`src/design/gmc_pkg.sv`:
```
// Shared types, widths and helpers for the graph max-cut search block.
// No dependencies; used by every module of the block.
`timescale 1ns / 1ps

package gmc_pkg;

    localparam int MAX_V   = 16;
    localparam int ROW_W   = 15;
    localparam int IDX_W   = 4;
    localparam int OUT_W   = 7;
    localparam int CNT_W   = 5;
    localparam int DELTA_W = 6;
    localparam int CUT_W   = 8;

    typedef enum logic [1:0] {
        FUNC_ROW    = 2'd0,
        FUNC_APPEND = 2'd1,
        FUNC_RUN    = 2'd2
    } t_func;

    function automatic logic [CNT_W-1:0] popcount(input logic [MAX_V-1:0] x);
        logic [CNT_W-1:0] n;
        n = '0;
        for (int b = 0; b < MAX_V; b++) begin
            n = n + CNT_W'(x[b]);
        end
        return n;
    endfunction

endpackage

```
`src/design/gmc_build_unit.sv`:
```
// Edge extraction for one list position of the induced subgraph.
// Depends on gmc_pkg for widths and popcount.
`timescale 1ns / 1ps

module gmc_build_unit #(
    parameter int VERTICES = 15
) (
    input  logic [gmc_pkg::ROW_W-1:0]           i_row,
    input  logic [gmc_pkg::IDX_W-1:0]           i_av [VERTICES],
    input  logic [$clog2(VERTICES)-1:0]         i_pos,
    input  logic [$clog2(VERTICES+1)-1:0]       i_count,
    output logic [VERTICES-1:0]                 o_hit,
    output logic [gmc_pkg::CNT_W-1:0]           o_hit_cnt
);

    localparam int PW = $clog2(VERTICES);
    localparam int CW = $clog2(VERTICES + 1);

    logic [gmc_pkg::ROW_W:0] row_ext;

    assign row_ext = {1'b0, i_row};

    always_comb begin
        for (int j = 0; j < VERTICES; j++) begin
            o_hit[j] = (PW'(j) > i_pos) && (CW'(j) < i_count) && row_ext[i_av[j]];
        end
    end

    assign o_hit_cnt = gmc_pkg::popcount(gmc_pkg::MAX_V'(o_hit));

endmodule

```
`src/design/gmc_delta_unit.sv`:
```
// Gray-code step unit: picks the flipped vertex and computes the cut change.
// Depends on gmc_pkg for widths and popcount.
`timescale 1ns / 1ps

module gmc_delta_unit #(
    parameter int VERTICES = 15
) (
    input  logic [VERTICES-1:0]                 i_subset,
    input  logic [VERTICES-1:0]                 i_side,
    input  logic [VERTICES-1:0]                 i_full,
    input  logic [VERTICES-1:0]                 i_nb,
    output logic [$clog2(VERTICES)-1:0]         o_pos,
    output logic signed [gmc_pkg::DELTA_W-1:0]  o_delta
);

    localparam int PW = $clog2(VERTICES);

    logic [VERTICES-1:0]        same;
    logic [gmc_pkg::CNT_W-1:0]  pos_cnt;
    logic [gmc_pkg::CNT_W-1:0]  neg_cnt;

    always_comb begin
        o_pos = '0;
        for (int b = VERTICES - 1; b >= 0; b--) begin
            if (i_subset[b]) begin
                o_pos = PW'(b);
            end
        end
    end

    assign same    = i_side[o_pos] ? i_side : (~i_side & i_full);
    assign pos_cnt = gmc_pkg::popcount(gmc_pkg::MAX_V'(i_nb & same));
    assign neg_cnt = gmc_pkg::popcount(gmc_pkg::MAX_V'(i_nb & ~same & i_full));
    assign o_delta = $signed({1'b0, pos_cnt}) - $signed({1'b0, neg_cnt});

endmodule

```
`src/design/graph_max_cut_gray_search.sv`:
```
// Top level of the exhaustive max-cut search: storage, sequencer, accumulator.
// Depends on gmc_pkg, gmc_build_unit and gmc_delta_unit.
//
// Usage:
//   Requests enter on start/busy: a request is taken at a rising edge with
//   start high and busy low. i_func selects a row write (FUNC_ROW), a vertex
//   append (FUNC_APPEND) or a search run (FUNC_RUN); code 3 is dropped.
//   Row writes and appends leave busy low, so they can be issued on every
//   cycle.
//   A run with k listed vertices holds busy high through edge extraction of
//   the k list positions (one list position per cycle), 2^k - 1 Gray-code
//   steps through the shared delta unit (one bipartition per cycle), and a
//   drain state that retires the last step. The result appears on o_max_cut,
//   o_edge_count and o_deficiency with o_valid high for exactly one cycle, the
//   cycle in which busy returns low; an empty list goes straight to the drain
//   state. A run empties the active list.
//   The receiver cannot stall: each result is shown for one cycle only.
//   Reset (i_rst_n low, synchronous) clears all adjacency rows, the active
//   list, the sequencer and o_valid.
`timescale 1ns / 1ps

module graph_max_cut_gray_search #(
    parameter int VERTICES = 15
) (
    input  logic                            i_clk,
    input  logic                            i_rst_n,
    input  logic                            start,
    output logic                            busy,
    input  logic [1:0]                      i_func,
    input  logic [gmc_pkg::IDX_W-1:0]       i_vertex_index,
    input  logic [gmc_pkg::ROW_W-1:0]       i_row_bits,
    output logic                            o_valid,
    output logic [gmc_pkg::OUT_W-1:0]       o_max_cut,
    output logic [gmc_pkg::OUT_W-1:0]       o_edge_count,
    output logic [gmc_pkg::OUT_W-1:0]       o_deficiency
);

    localparam int PW = $clog2(VERTICES);
    localparam int CW = $clog2(VERTICES + 1);
    localparam int IW = $clog2(VERTICES);

    typedef enum logic [1:0] {
        ST_IDLE,
        ST_BUILD,
        ST_SEARCH,
        ST_DRAIN
    } t_state;

    t_state                                 r_state;
    logic [gmc_pkg::ROW_W-1:0]              r_adj [VERTICES];
    logic [gmc_pkg::IDX_W-1:0]              r_av [VERTICES];
    logic [VERTICES-1:0]                    r_local [VERTICES];
    logic [CW-1:0]                          r_count;
    logic [PW-1:0]                          r_pos;
    logic [VERTICES-1:0]                    r_subset;
    logic [VERTICES-1:0]                    r_side;
    logic [VERTICES-1:0]                    r_full;
    logic signed [gmc_pkg::CUT_W-1:0]       r_cut;
    logic [gmc_pkg::OUT_W-1:0]              r_best;
    logic [gmc_pkg::OUT_W-1:0]              r_edges;
    logic signed [gmc_pkg::DELTA_W-1:0]     r_delta;
    logic                                   r_dvalid;
    logic                                   r_valid;
    logic [gmc_pkg::OUT_W-1:0]              r_max_cut;
    logic [gmc_pkg::OUT_W-1:0]              r_edge_count;
    logic [gmc_pkg::OUT_W-1:0]              r_deficiency;

    logic signed [gmc_pkg::CUT_W-1:0]       n_cut;
    logic [gmc_pkg::OUT_W-1:0]              n_best;
    logic [VERTICES-1:0]                    hit;
    logic [gmc_pkg::CNT_W-1:0]              hit_cnt;
    logic [PW-1:0]                          step_pos;
    logic signed [gmc_pkg::DELTA_W-1:0]     step_delta;
    logic                                   accept;
    logic                                   v_in_range;
    logic [VERTICES:0]                      full_ext;

    assign accept     = start && !busy;
    assign v_in_range = {1'b0, i_vertex_index} < (gmc_pkg::IDX_W + 1)'(VERTICES);
    assign full_ext   = ((VERTICES + 1)'(1) << r_count) - (VERTICES + 1)'(1);

    gmc_build_unit #(
        .VERTICES (VERTICES)
    ) u_build (
        .i_row     (r_adj[r_av[r_pos][IW-1:0]]),
        .i_av      (r_av),
        .i_pos     (r_pos),
        .i_count   (r_count),
        .o_hit     (hit),
        .o_hit_cnt (hit_cnt)
    );

    gmc_delta_unit #(
        .VERTICES (VERTICES)
    ) u_delta (
        .i_subset (r_subset),
        .i_side   (r_side),
        .i_full   (r_full),
        .i_nb     (r_local[step_pos]),
        .o_pos    (step_pos),
        .o_delta  (step_delta)
    );

    assign n_cut  = r_cut + {{(gmc_pkg::CUT_W - gmc_pkg::DELTA_W){r_delta[gmc_pkg::DELTA_W-1]}},
                             r_delta};
    assign n_best = (r_dvalid && (n_cut > $signed({1'b0, r_best})))
                  ? n_cut[gmc_pkg::OUT_W-1:0] : r_best;

    always_ff @(posedge i_clk) begin
        if (!i_rst_n) begin
            r_state  <= ST_IDLE;
            r_count  <= '0;
            r_dvalid <= 1'b0;
            r_valid  <= 1'b0;
            for (int v = 0; v < VERTICES; v++) begin
                r_adj[v] <= '0;
            end
        end else begin
            r_valid  <= 1'b0;
            r_dvalid <= (r_state == ST_SEARCH);
            if (r_dvalid) begin
                r_cut  <= n_cut;
                r_best <= n_best;
            end
            unique case (r_state)
                ST_IDLE: begin
                    if (accept) begin
                        unique case (gmc_pkg::t_func'(i_func))
                            gmc_pkg::FUNC_ROW: begin
                                if (v_in_range) begin
                                    r_adj[i_vertex_index[IW-1:0]] <= i_row_bits;
                                end
                            end
                            gmc_pkg::FUNC_APPEND: begin
                                if (v_in_range && (r_count < CW'(VERTICES))) begin
                                    r_av[r_count[PW-1:0]] <= i_vertex_index;
                                    r_count <= r_count + CW'(1);
                                end
                            end
                            gmc_pkg::FUNC_RUN: begin
                                r_edges <= '0;
                                r_best  <= '0;
                                r_cut   <= '0;
                                r_side  <= '0;
                                r_pos   <= '0;
                                r_full  <= full_ext[VERTICES-1:0];
                                for (int v = 0; v < VERTICES; v++) begin
                                    r_local[v] <= '0;
                                end
                                r_state <= (r_count == '0) ? ST_DRAIN : ST_BUILD;
                            end
                            default: begin
                            end
                        endcase
                    end
                end
                ST_BUILD: begin
                    for (int j = 0; j < VERTICES; j++) begin
                        if (hit[j]) begin
                            r_local[j][r_pos] <= 1'b1;
                        end
                    end
                    r_local[r_pos] <= r_local[r_pos] | hit;
                    r_edges <= r_edges + gmc_pkg::OUT_W'(hit_cnt);
                    r_pos   <= r_pos + PW'(1);
                    if ((CW'(r_pos) + CW'(1)) == r_count) begin
                        r_subset <= VERTICES'(1);
                        r_state  <= ST_SEARCH;
                    end
                end
                ST_SEARCH: begin
                    r_delta <= step_delta;
                    r_side  <= r_side ^ (VERTICES'(1) << step_pos);
                    if (r_subset == r_full) begin
                        r_state <= ST_DRAIN;
                    end else begin
                        r_subset <= r_subset + VERTICES'(1);
                    end
                end
                ST_DRAIN: begin
                    r_valid      <= 1'b1;
                    r_max_cut    <= n_best;
                    r_edge_count <= r_edges;
                    r_deficiency <= r_edges - n_best;
                    r_count      <= '0;
                    r_state      <= ST_IDLE;
                end
                default: begin
                    r_state <= ST_IDLE;
                end
            endcase
        end
    end

    assign busy         = (r_state != ST_IDLE);
    assign o_valid      = r_valid;
    assign o_max_cut    = r_max_cut;
    assign o_edge_count = r_edge_count;
    assign o_deficiency = r_deficiency;

endmodule

```
`config.mk`:
```
export PLATFORM = sky130hd
export DESIGN_NAME = graph_max_cut_gray_search
export DESIGN_NICKNAME = d
export VERILOG_FILES = /design/src/design/gmc_pkg.sv /design/src/design/gmc_build_unit.sv /design/src/design/gmc_delta_unit.sv /design/src/design/graph_max_cut_gray_search.sv
export SDC_FILE = /design/constraint.sdc
export NUM_CORES = 2
export LEC_CHECK = 0
export BUFFER_PORTS_ARGS = -buffer_cell sky130_fd_sc_hd__buf_4
export CAP_MARGIN = 20
export CORE_UTILIZATION = 35
export DETAILED_ROUTE_END_ITERATION = 16
export HOLD_SLACK_MARGIN = 0.1
export PLACE_DENSITY_LB_ADDON = 0.12
export RECOVER_POWER = 50
export SLEW_MARGIN = 10
export SYNTH_ARGS = -nofsm -noshare
export SYNTH_HDL_FRONTEND = slang
export SYNTH_SLANG_ARGS = --single-unit
export TNS_END_PERCENT = 5
```
`constraint.sdc`:
```
create_clock -name i_clk -period 10.4 [get_ports i_clk]
set_clock_uncertainty 0.15 [all_clocks]
set_input_delay 2.08 -clock i_clk [delete_from_list [all_inputs] [get_ports i_clk]]
set_output_delay 2.08 -clock i_clk [all_outputs]
set_load 0.01 [all_outputs]
```
======== After elaboration in Yosys (flattened, before gate mapping) ========
Memory sizes are Yosys's and may differ from the RTL's. A register that Yosys moved wholly into a read port is not among the register bits.
Index checks and enable logic that the tools add are counted.
cells by class
  bitwise gates (word level) .............. 235
  multiplexer cells ....................... 395
  $lt $le $gt $ge ......................... 54
  eq/ne operators ......................... 14
  $add $sub $neg .......................... 52
  reduce and logical (&&, ||, !) cells .... 55
  shift-type cells ........................ 2
operators with widths
  kind                                                                          count
  15-bit two-way mux                                                            23
  1-bit two-way mux                                                             304
  1-bit bitwise OR                                                              225
  5-bit by 1-bit adder with 5-bit output                                        40
  4-bit two-way mux                                                             26
  4-bit by 5-bit less-than comparator with 1-bit output, second input constant  17
  1-bit binary-select mux with 4-bit select                                     16
  60-bit bitwise mux                                                            1
  15-bit one-hot mux with 2 select lines                                        2
  7-bit two-way mux                                                             7
  1-bit logical AND                                                             35
  8-bit two-way mux                                                             4
  15-bit AND                                                                    2
  15-bit OR reduction                                                           2
  1-bit by 4-bit left shift with 15-bit output, first input constant            2
  4-bit > comparator, first input constant                                      7
  4-bit less-than comparator, first input constant                              7
  4-bit AND reduction                                                           6
  15-bit by 16-bit AND with 16-bit output                                       1
  16-bit by 15-bit AND with 16-bit output                                       1
  4-bit binary-select mux with 4-bit select                                     1
  4-bit demux with 4-bit select                                                 1
  3-bit by 4-bit > comparator with 1-bit output, first input constant           4
  3-bit by 4-bit less-than comparator with 1-bit output, first input constant   4
  other kinds (40)                                                              69
word-level totals
  memory bits (writable) .................. 450
  input bits .............................. 24
  word-level logic and storage cells ...... 839
  output and inout port bits .............. 23
  memories ................................ 2
  bits in registers ....................... 166
memory list
  name     words  width  read ports  clocked after memory_dff  wr ports  line                             RTL
  r_adj    15     15     1           0                         15        graph_max_cut_gray_search.sv:50  logic [gmc_pkg::ROW_W-1:0] r_adj [VERTICES];
  r_local  15     15     2           1                         15        graph_max_cut_gray_search.sv:52  logic [VERTICES-1:0] r_local [VERTICES];

======== Logic depth before layout (Yosys ltp) ========
  depth after elaboration ................. 37
  gate-level depth with buffers ........... 32
  depth with buffers taken out ............ 27

======== Hierarchy ========
From an unflattened synthesis, not the netlist that was laid out.
second synthesis, totals
  cell total of the unflattened synthesis .. 3,183
  area total of the unflattened synthesis .. 37,449.7 µm²
by module, submodules not included
  module                     sequential area each (µm²)  cells each  times used  area an instance (µm²)
  graph_max_cut_gray_search  18,047.3                    2,651       1           32,967.9
  gmc_build_unit             0.0                         264         1           2,466.1
  gmc_delta_unit             0.0                         268         1           2,015.7

======== Worst setup path after synthesis ========
OpenSTA, ideal clock, no wires.
  path kind ............................... flip-flop to flip-flop
  from .................................... register r_pos[0]
  to ...................................... register r_edges[4] (netlist name), data pin
  period minus slack after synthesis ...... 8.078 ns
  required time ........................... 9.993 ns
  setup time .............................. 0.257 ns
  arrival time ............................ 7.671 ns
  slack ................................... 2.322 ns
  buffers on the path ..................... 6
  stages on the path, launching flop included .. 30
  path through ............................ edfxtp_1 -> buf_6 -> mux2_1 -> mux4_2 -> o211a_1 -> buf_6 -> buf_6 -> buf_6 -> buf_4 -> mux2i_1 -> a22oi_1 -> o211ai_2 -> buf_2 -> mux4_2 -> mux2_2 -> nor3_1 -> or2_2 -> fa_1 -> inv_1 -> fa_1 -> fa_1 -> fa_1 -> inv_1 -> ha_1 -> fa_1 -> fa_1 -> a21o_1 -> a21oi_1 -> xor2_1 -> nor2_1
on the way
  longest elaborated chain between the ends .. 24
  elaborated cells on any way between the ends .. 96
  those cells by class .................... 15 x add/sub; 15 x order compare; 34 x mux; 1 x bitwise; 30 x reduce/logical; 1 x memory
ends and longest elaborated chain
  what                                                    line                              RTL
  start: declaration                                      graph_max_cut_gray_search.sv:54   logic [PW-1:0] r_pos;
  start signal: assignment                                graph_max_cut_gray_search.sv:165  r_pos <= r_pos + PW'(1);
  4-bit inverter with 5-bit output (implied by the code)  graph_max_cut_gray_search.sv:85   .i_row (r_adj[r_av[r_pos][IW-1:0]]),
  4-bit binary-select mux with 4-bit select               graph_max_cut_gray_search.sv:85
  4-bit two-way mux (implied by the code) (2 in series)   graph_max_cut_gray_search.sv:85
  memory 15 x 15 bit                                      -
  1-bit binary-select mux with 4-bit select               gmc_build_unit.sv:25              o_hit[j] = (PW'(j) > i_pos) && (CW'(j) < i_count) && row_ext[i_av[j]];
  1-bit two-way mux (implied by the code)                 gmc_build_unit.sv:25
  1-bit logical AND                                       gmc_build_unit.sv:25
  1-bit by 1-bit adder with 2-bit output                  gmc_pkg.sv:25                     n = n + CNT_W'(x[b]);
  5-bit by 1-bit adder with 5-bit output (12 in series)   gmc_pkg.sv:25
  5-bit by 1-bit adder with 5-bit output *                gmc_pkg.sv:25
  7-bit by 5-bit adder with 7-bit output *                graph_max_cut_gray_search.sv:164  r_edges <= r_edges + gmc_pkg::OUT_W'(hit_cnt);
  7-bit one-hot mux with 2 select lines *                 graph_max_cut_gray_search.sv:125  unique case (r_state)
  end signal: assignment                                  graph_max_cut_gray_search.sv:164
  end: declaration                                        graph_max_cut_gray_search.sv:60   logic [gmc_pkg::OUT_W-1:0] r_edges;
Mark *: on every way between the ends. The rest lies on a longest branch, timed or not. The select of a mux whose other input is x is not followed.
A chain may end at the register's enable or synchronous reset.

======== Final worst setup path ========
Same ends and word-level chain as after synthesis.

==> flow_summary.yaml <==
power_and_ir_drop:
  p_per_area_mw_per_mm2: 252
  ir_drop_mv: 0.218
  fin_total_pwr_mw: 10.4
  p_leak_nw: 15.0
global_routing:
  grtUsageTotal_pct: 25.3
  grt_pass1_vias: 28197
  gr-total-overflow: 0
  met2_usage_pct: 41.7
  grt.busiest_layer: "met2"
  grt_max_degree: 57
  grt_first_pass_wirelength_um: 200000
  grt_use_met3_pct: 3.62
  grt_antenna_before_repair: 3
  grtUsageMet1_pct: 33.6
logic_synthesis:
  synth-async-reset-ratio_pct: 0
  syn_area_mm2: 0.0370
  ys_ff_latch: 650
  ys.flop_type: "edfxtp_1"
  synth_cell_types: 99
  ys_top_cells_by_area: "edfxtp_1 42%, dfxtp_1 7.1%, mux4_2 6.1%"
  yosys_warnings: 0
  synth-edff-count: 518
  syn_inst: 3384
  synth_top_area_cell: "edfxtp_1"
  synth_top_area_share_pct: 42.0
  avgSynthCellArea_um2: 10.9
  yosysSeqAreaShare_pct: 49.2
floorplan:
  row_count: 118
  initial_core_util_pct: 35.5
  fp.dieH_um: 327
  die_w_um: 327
  design.die.area_mm2: 0.107
  pin_count: 47
  core_mm2: 0.104
flow_run:
  max-cap-violations: 14
drt:
  viasPerCell: 5.97
  drtIter0Drc: 2849
  route.detailed.drc: 0
  wl_per_cell_um: 28.4
  drt_pass1_iterations: 6
  ant_nets: 0
  routed_wl_um: 138000
  num_vias: 28843
critical_path:
  critPathCaptureType: "flip-flop"
  setup.worst_path.start_class: "flip-flop"
  critical_path.max_fanout: 31
  reg2reg_depth: 24
  r2r_end: "r_edges[4]"
  crit_start: "r_pos[0]"
  path_class: "reg -> reg"
  critPathCapture: "r_edges[4]"
  reg2reg_from: "r_pos[0]"
  cp.arrival_ns: 10.02
  reg2reg_setup_slack_ns: 0.62
  crit_required_ns: 10.64
clock_network:
  cts.sinks: 650
  cts_made_buffers: 78
  cts_tree: "built"
  cts_setup_buffers: 0
  clk_pin_slew_ns: 0.06
  clock-root-buffer: "clkbuf_16"
  clock_path_buffers: 3
  worstSkewPairLatency_ns: 0.66
  h-tree-depth: 3
  post_cts_resized: 0
  ctsHoldBuffers: 0
placed_design:
  post-place-cells: 4683
  portBuffers: 46
  placed_cell_area_mm2: 0.0391
  place_congestion: 0.898
  dp_hpwl_um: 94900
  dp_slack_ns: 0.412
layout:
  drive_gt1_share_pct: 13.5
  final_core_util_pct: 39.8
  area_growth_pct: 11.8
  final_cells: 4835
  final_cell_mix: "518 x edfxtp_1, 299 x o21ai_0, 215 x nand2_1"
  final_common_cell: "edfxtp_1"
  layout.nets: 3505
  final_area_mm2: 0.0414
timing:
  setup_viol: 0
  rsz0062_at_grt: "no"
  finalHoldViolations: 0
  post-route-min-period_ns: 9.78
  finalCritPeriodShare_pct: 94.0
  max_slew_margin_pct: -88.0
  tns_ns: 0
  max_freq_mhz: 102
  whs_ns: 0.325
  drv_slew: 350
  tightest_slew_ns: 2.82
  setup_ws_ns: 0.624
status:
  violations: "max-capacitance violations, max-slew violations"
  status: "complete, but fails checks"
hold_path:
  holdCritPathClass: "reg -> reg"
how the worst min path moves through the flow:
stage	from	endpoint	slack (ns)	cells after the start
after floorplan	r_local[7][10]	r_local[7][10]	0.29	2
after global placement	r_local[1][14]	r_local[1][14]	0.30	2
after CTS	r_local[2][2]	r_local[2][2]	0.33	2
final	r_local[7][13]	r_local[7][13]	0.33	2
after global routing	r_local[3][11]	r_local[3][11]	0.36	2
after detailed placement	r_local[2][2]	r_local[2][2]	0.32	2
report_power, final:
part | leakage, nW | total [mW] | switching (mW) | internal (mW)
Clock | 1.22 | 2.69 | 1.16 | 1.53
Combinational | 7.75 | 4.26 | 2.57 | 1.69
Sequential | 6.01 | 3.47 | 0.263 | 3.21
layer usage:
| layer | up-vias | part of all wire (%) |
|---|---|---|
| met5 | - | 0.0095 |
| met4 | 2 | 4.3 |
| met3 | 280 | 6.2 |
| met2 | 1221 | 47 |
| met1 | 14659 | 42 |
| li1 | 12681 | - |
cell usage after synthesis, drive strengths merged, types with 15 or more instances:
cell     count
buf         70
nand4b      15
nor3        53
ha          60
inv        133
o2111ai     15
or3         19
mux4       100
o22ai       34
a22oi       93
a31oi       63
nor2b       22
o21ai      322
dfxtp      132
nand4       17
a21o        17
mux2i      130
clkbuf     214
nand2b      24
mux2        60
a211oi      15
and2       272
nand3       70
nand2      218
nor2       186
o31ai       30
fa          31
xor2        22
xnor2       49
a21oi      130
edfxtp     518
o221a       22
cell type report:
class | instances | area (um2)
Sequential cell | 650 | 18200
Inverter | 135 | 507
Fill cell | 10027 | 62700
Multi-Input combinational cell | 2329 | 17200
Clock buffer | 113 | 2250
Clock inverter | 30 | 228
Antenna cell | 2 | 5.00
Tap cell | 1380 | 1730
Timing Repair Buffer | 196 | 1230
sequential cells by signal, summed over array words and instances, names as in the netlist, named ones only:
register and count:
o_edge_count 7, r_dvalid 1, o_valid 1, r_pos 4
r_best 7, r_local 240, r_av 60, r_full 15
r_cut 8, r_count 4, r_side 15, o_deficiency 7
r_subset 15, r_edges 7, r_delta 6, o_max_cut 7
r_state 2, r_adj 240
worst max-delay path: stages, from the launching register on:
cell	delay, ns
edfxtp_1	0.93
mux2_2	0.43
mux4_2	0.52
o211a_4	0.45
buf_4	0.39
mux2i_1	0.17
a22oi_1	0.40
o211ai_1	0.32
buf_4	0.28
mux4_2	0.46
mux2_2	0.27
nor3b_1	0.46
nor2_1	0.15
fa_1	0.54
fa_1	0.45
fa_1	0.60
fa_1	0.57
inv_1	0.04
ha_1	0.22
fa_1	0.50
fa_1	0.45
a21o_1	0.19
a21oi_1	0.26
xor2_1	0.18
nor2_1	0.06
cell families (layout without fill, tap and decap cells):
group,count (synthesis),after routing,synth area share [%]
adder cells (fa/ha/maj),91,91,3.71
AND/OR/NAND/NOR,972,972,13.7
flip-flops,650,650,49.2
XOR/XNOR,71,71,1.68
AO/OA/AOI/OAI,890,890,15.6
multiplexers,290,290,11.4
buffers and inverters,419,474,4.67
other,1,17,0.0101
Note: power is estimated with default switching activity, not from simulation.
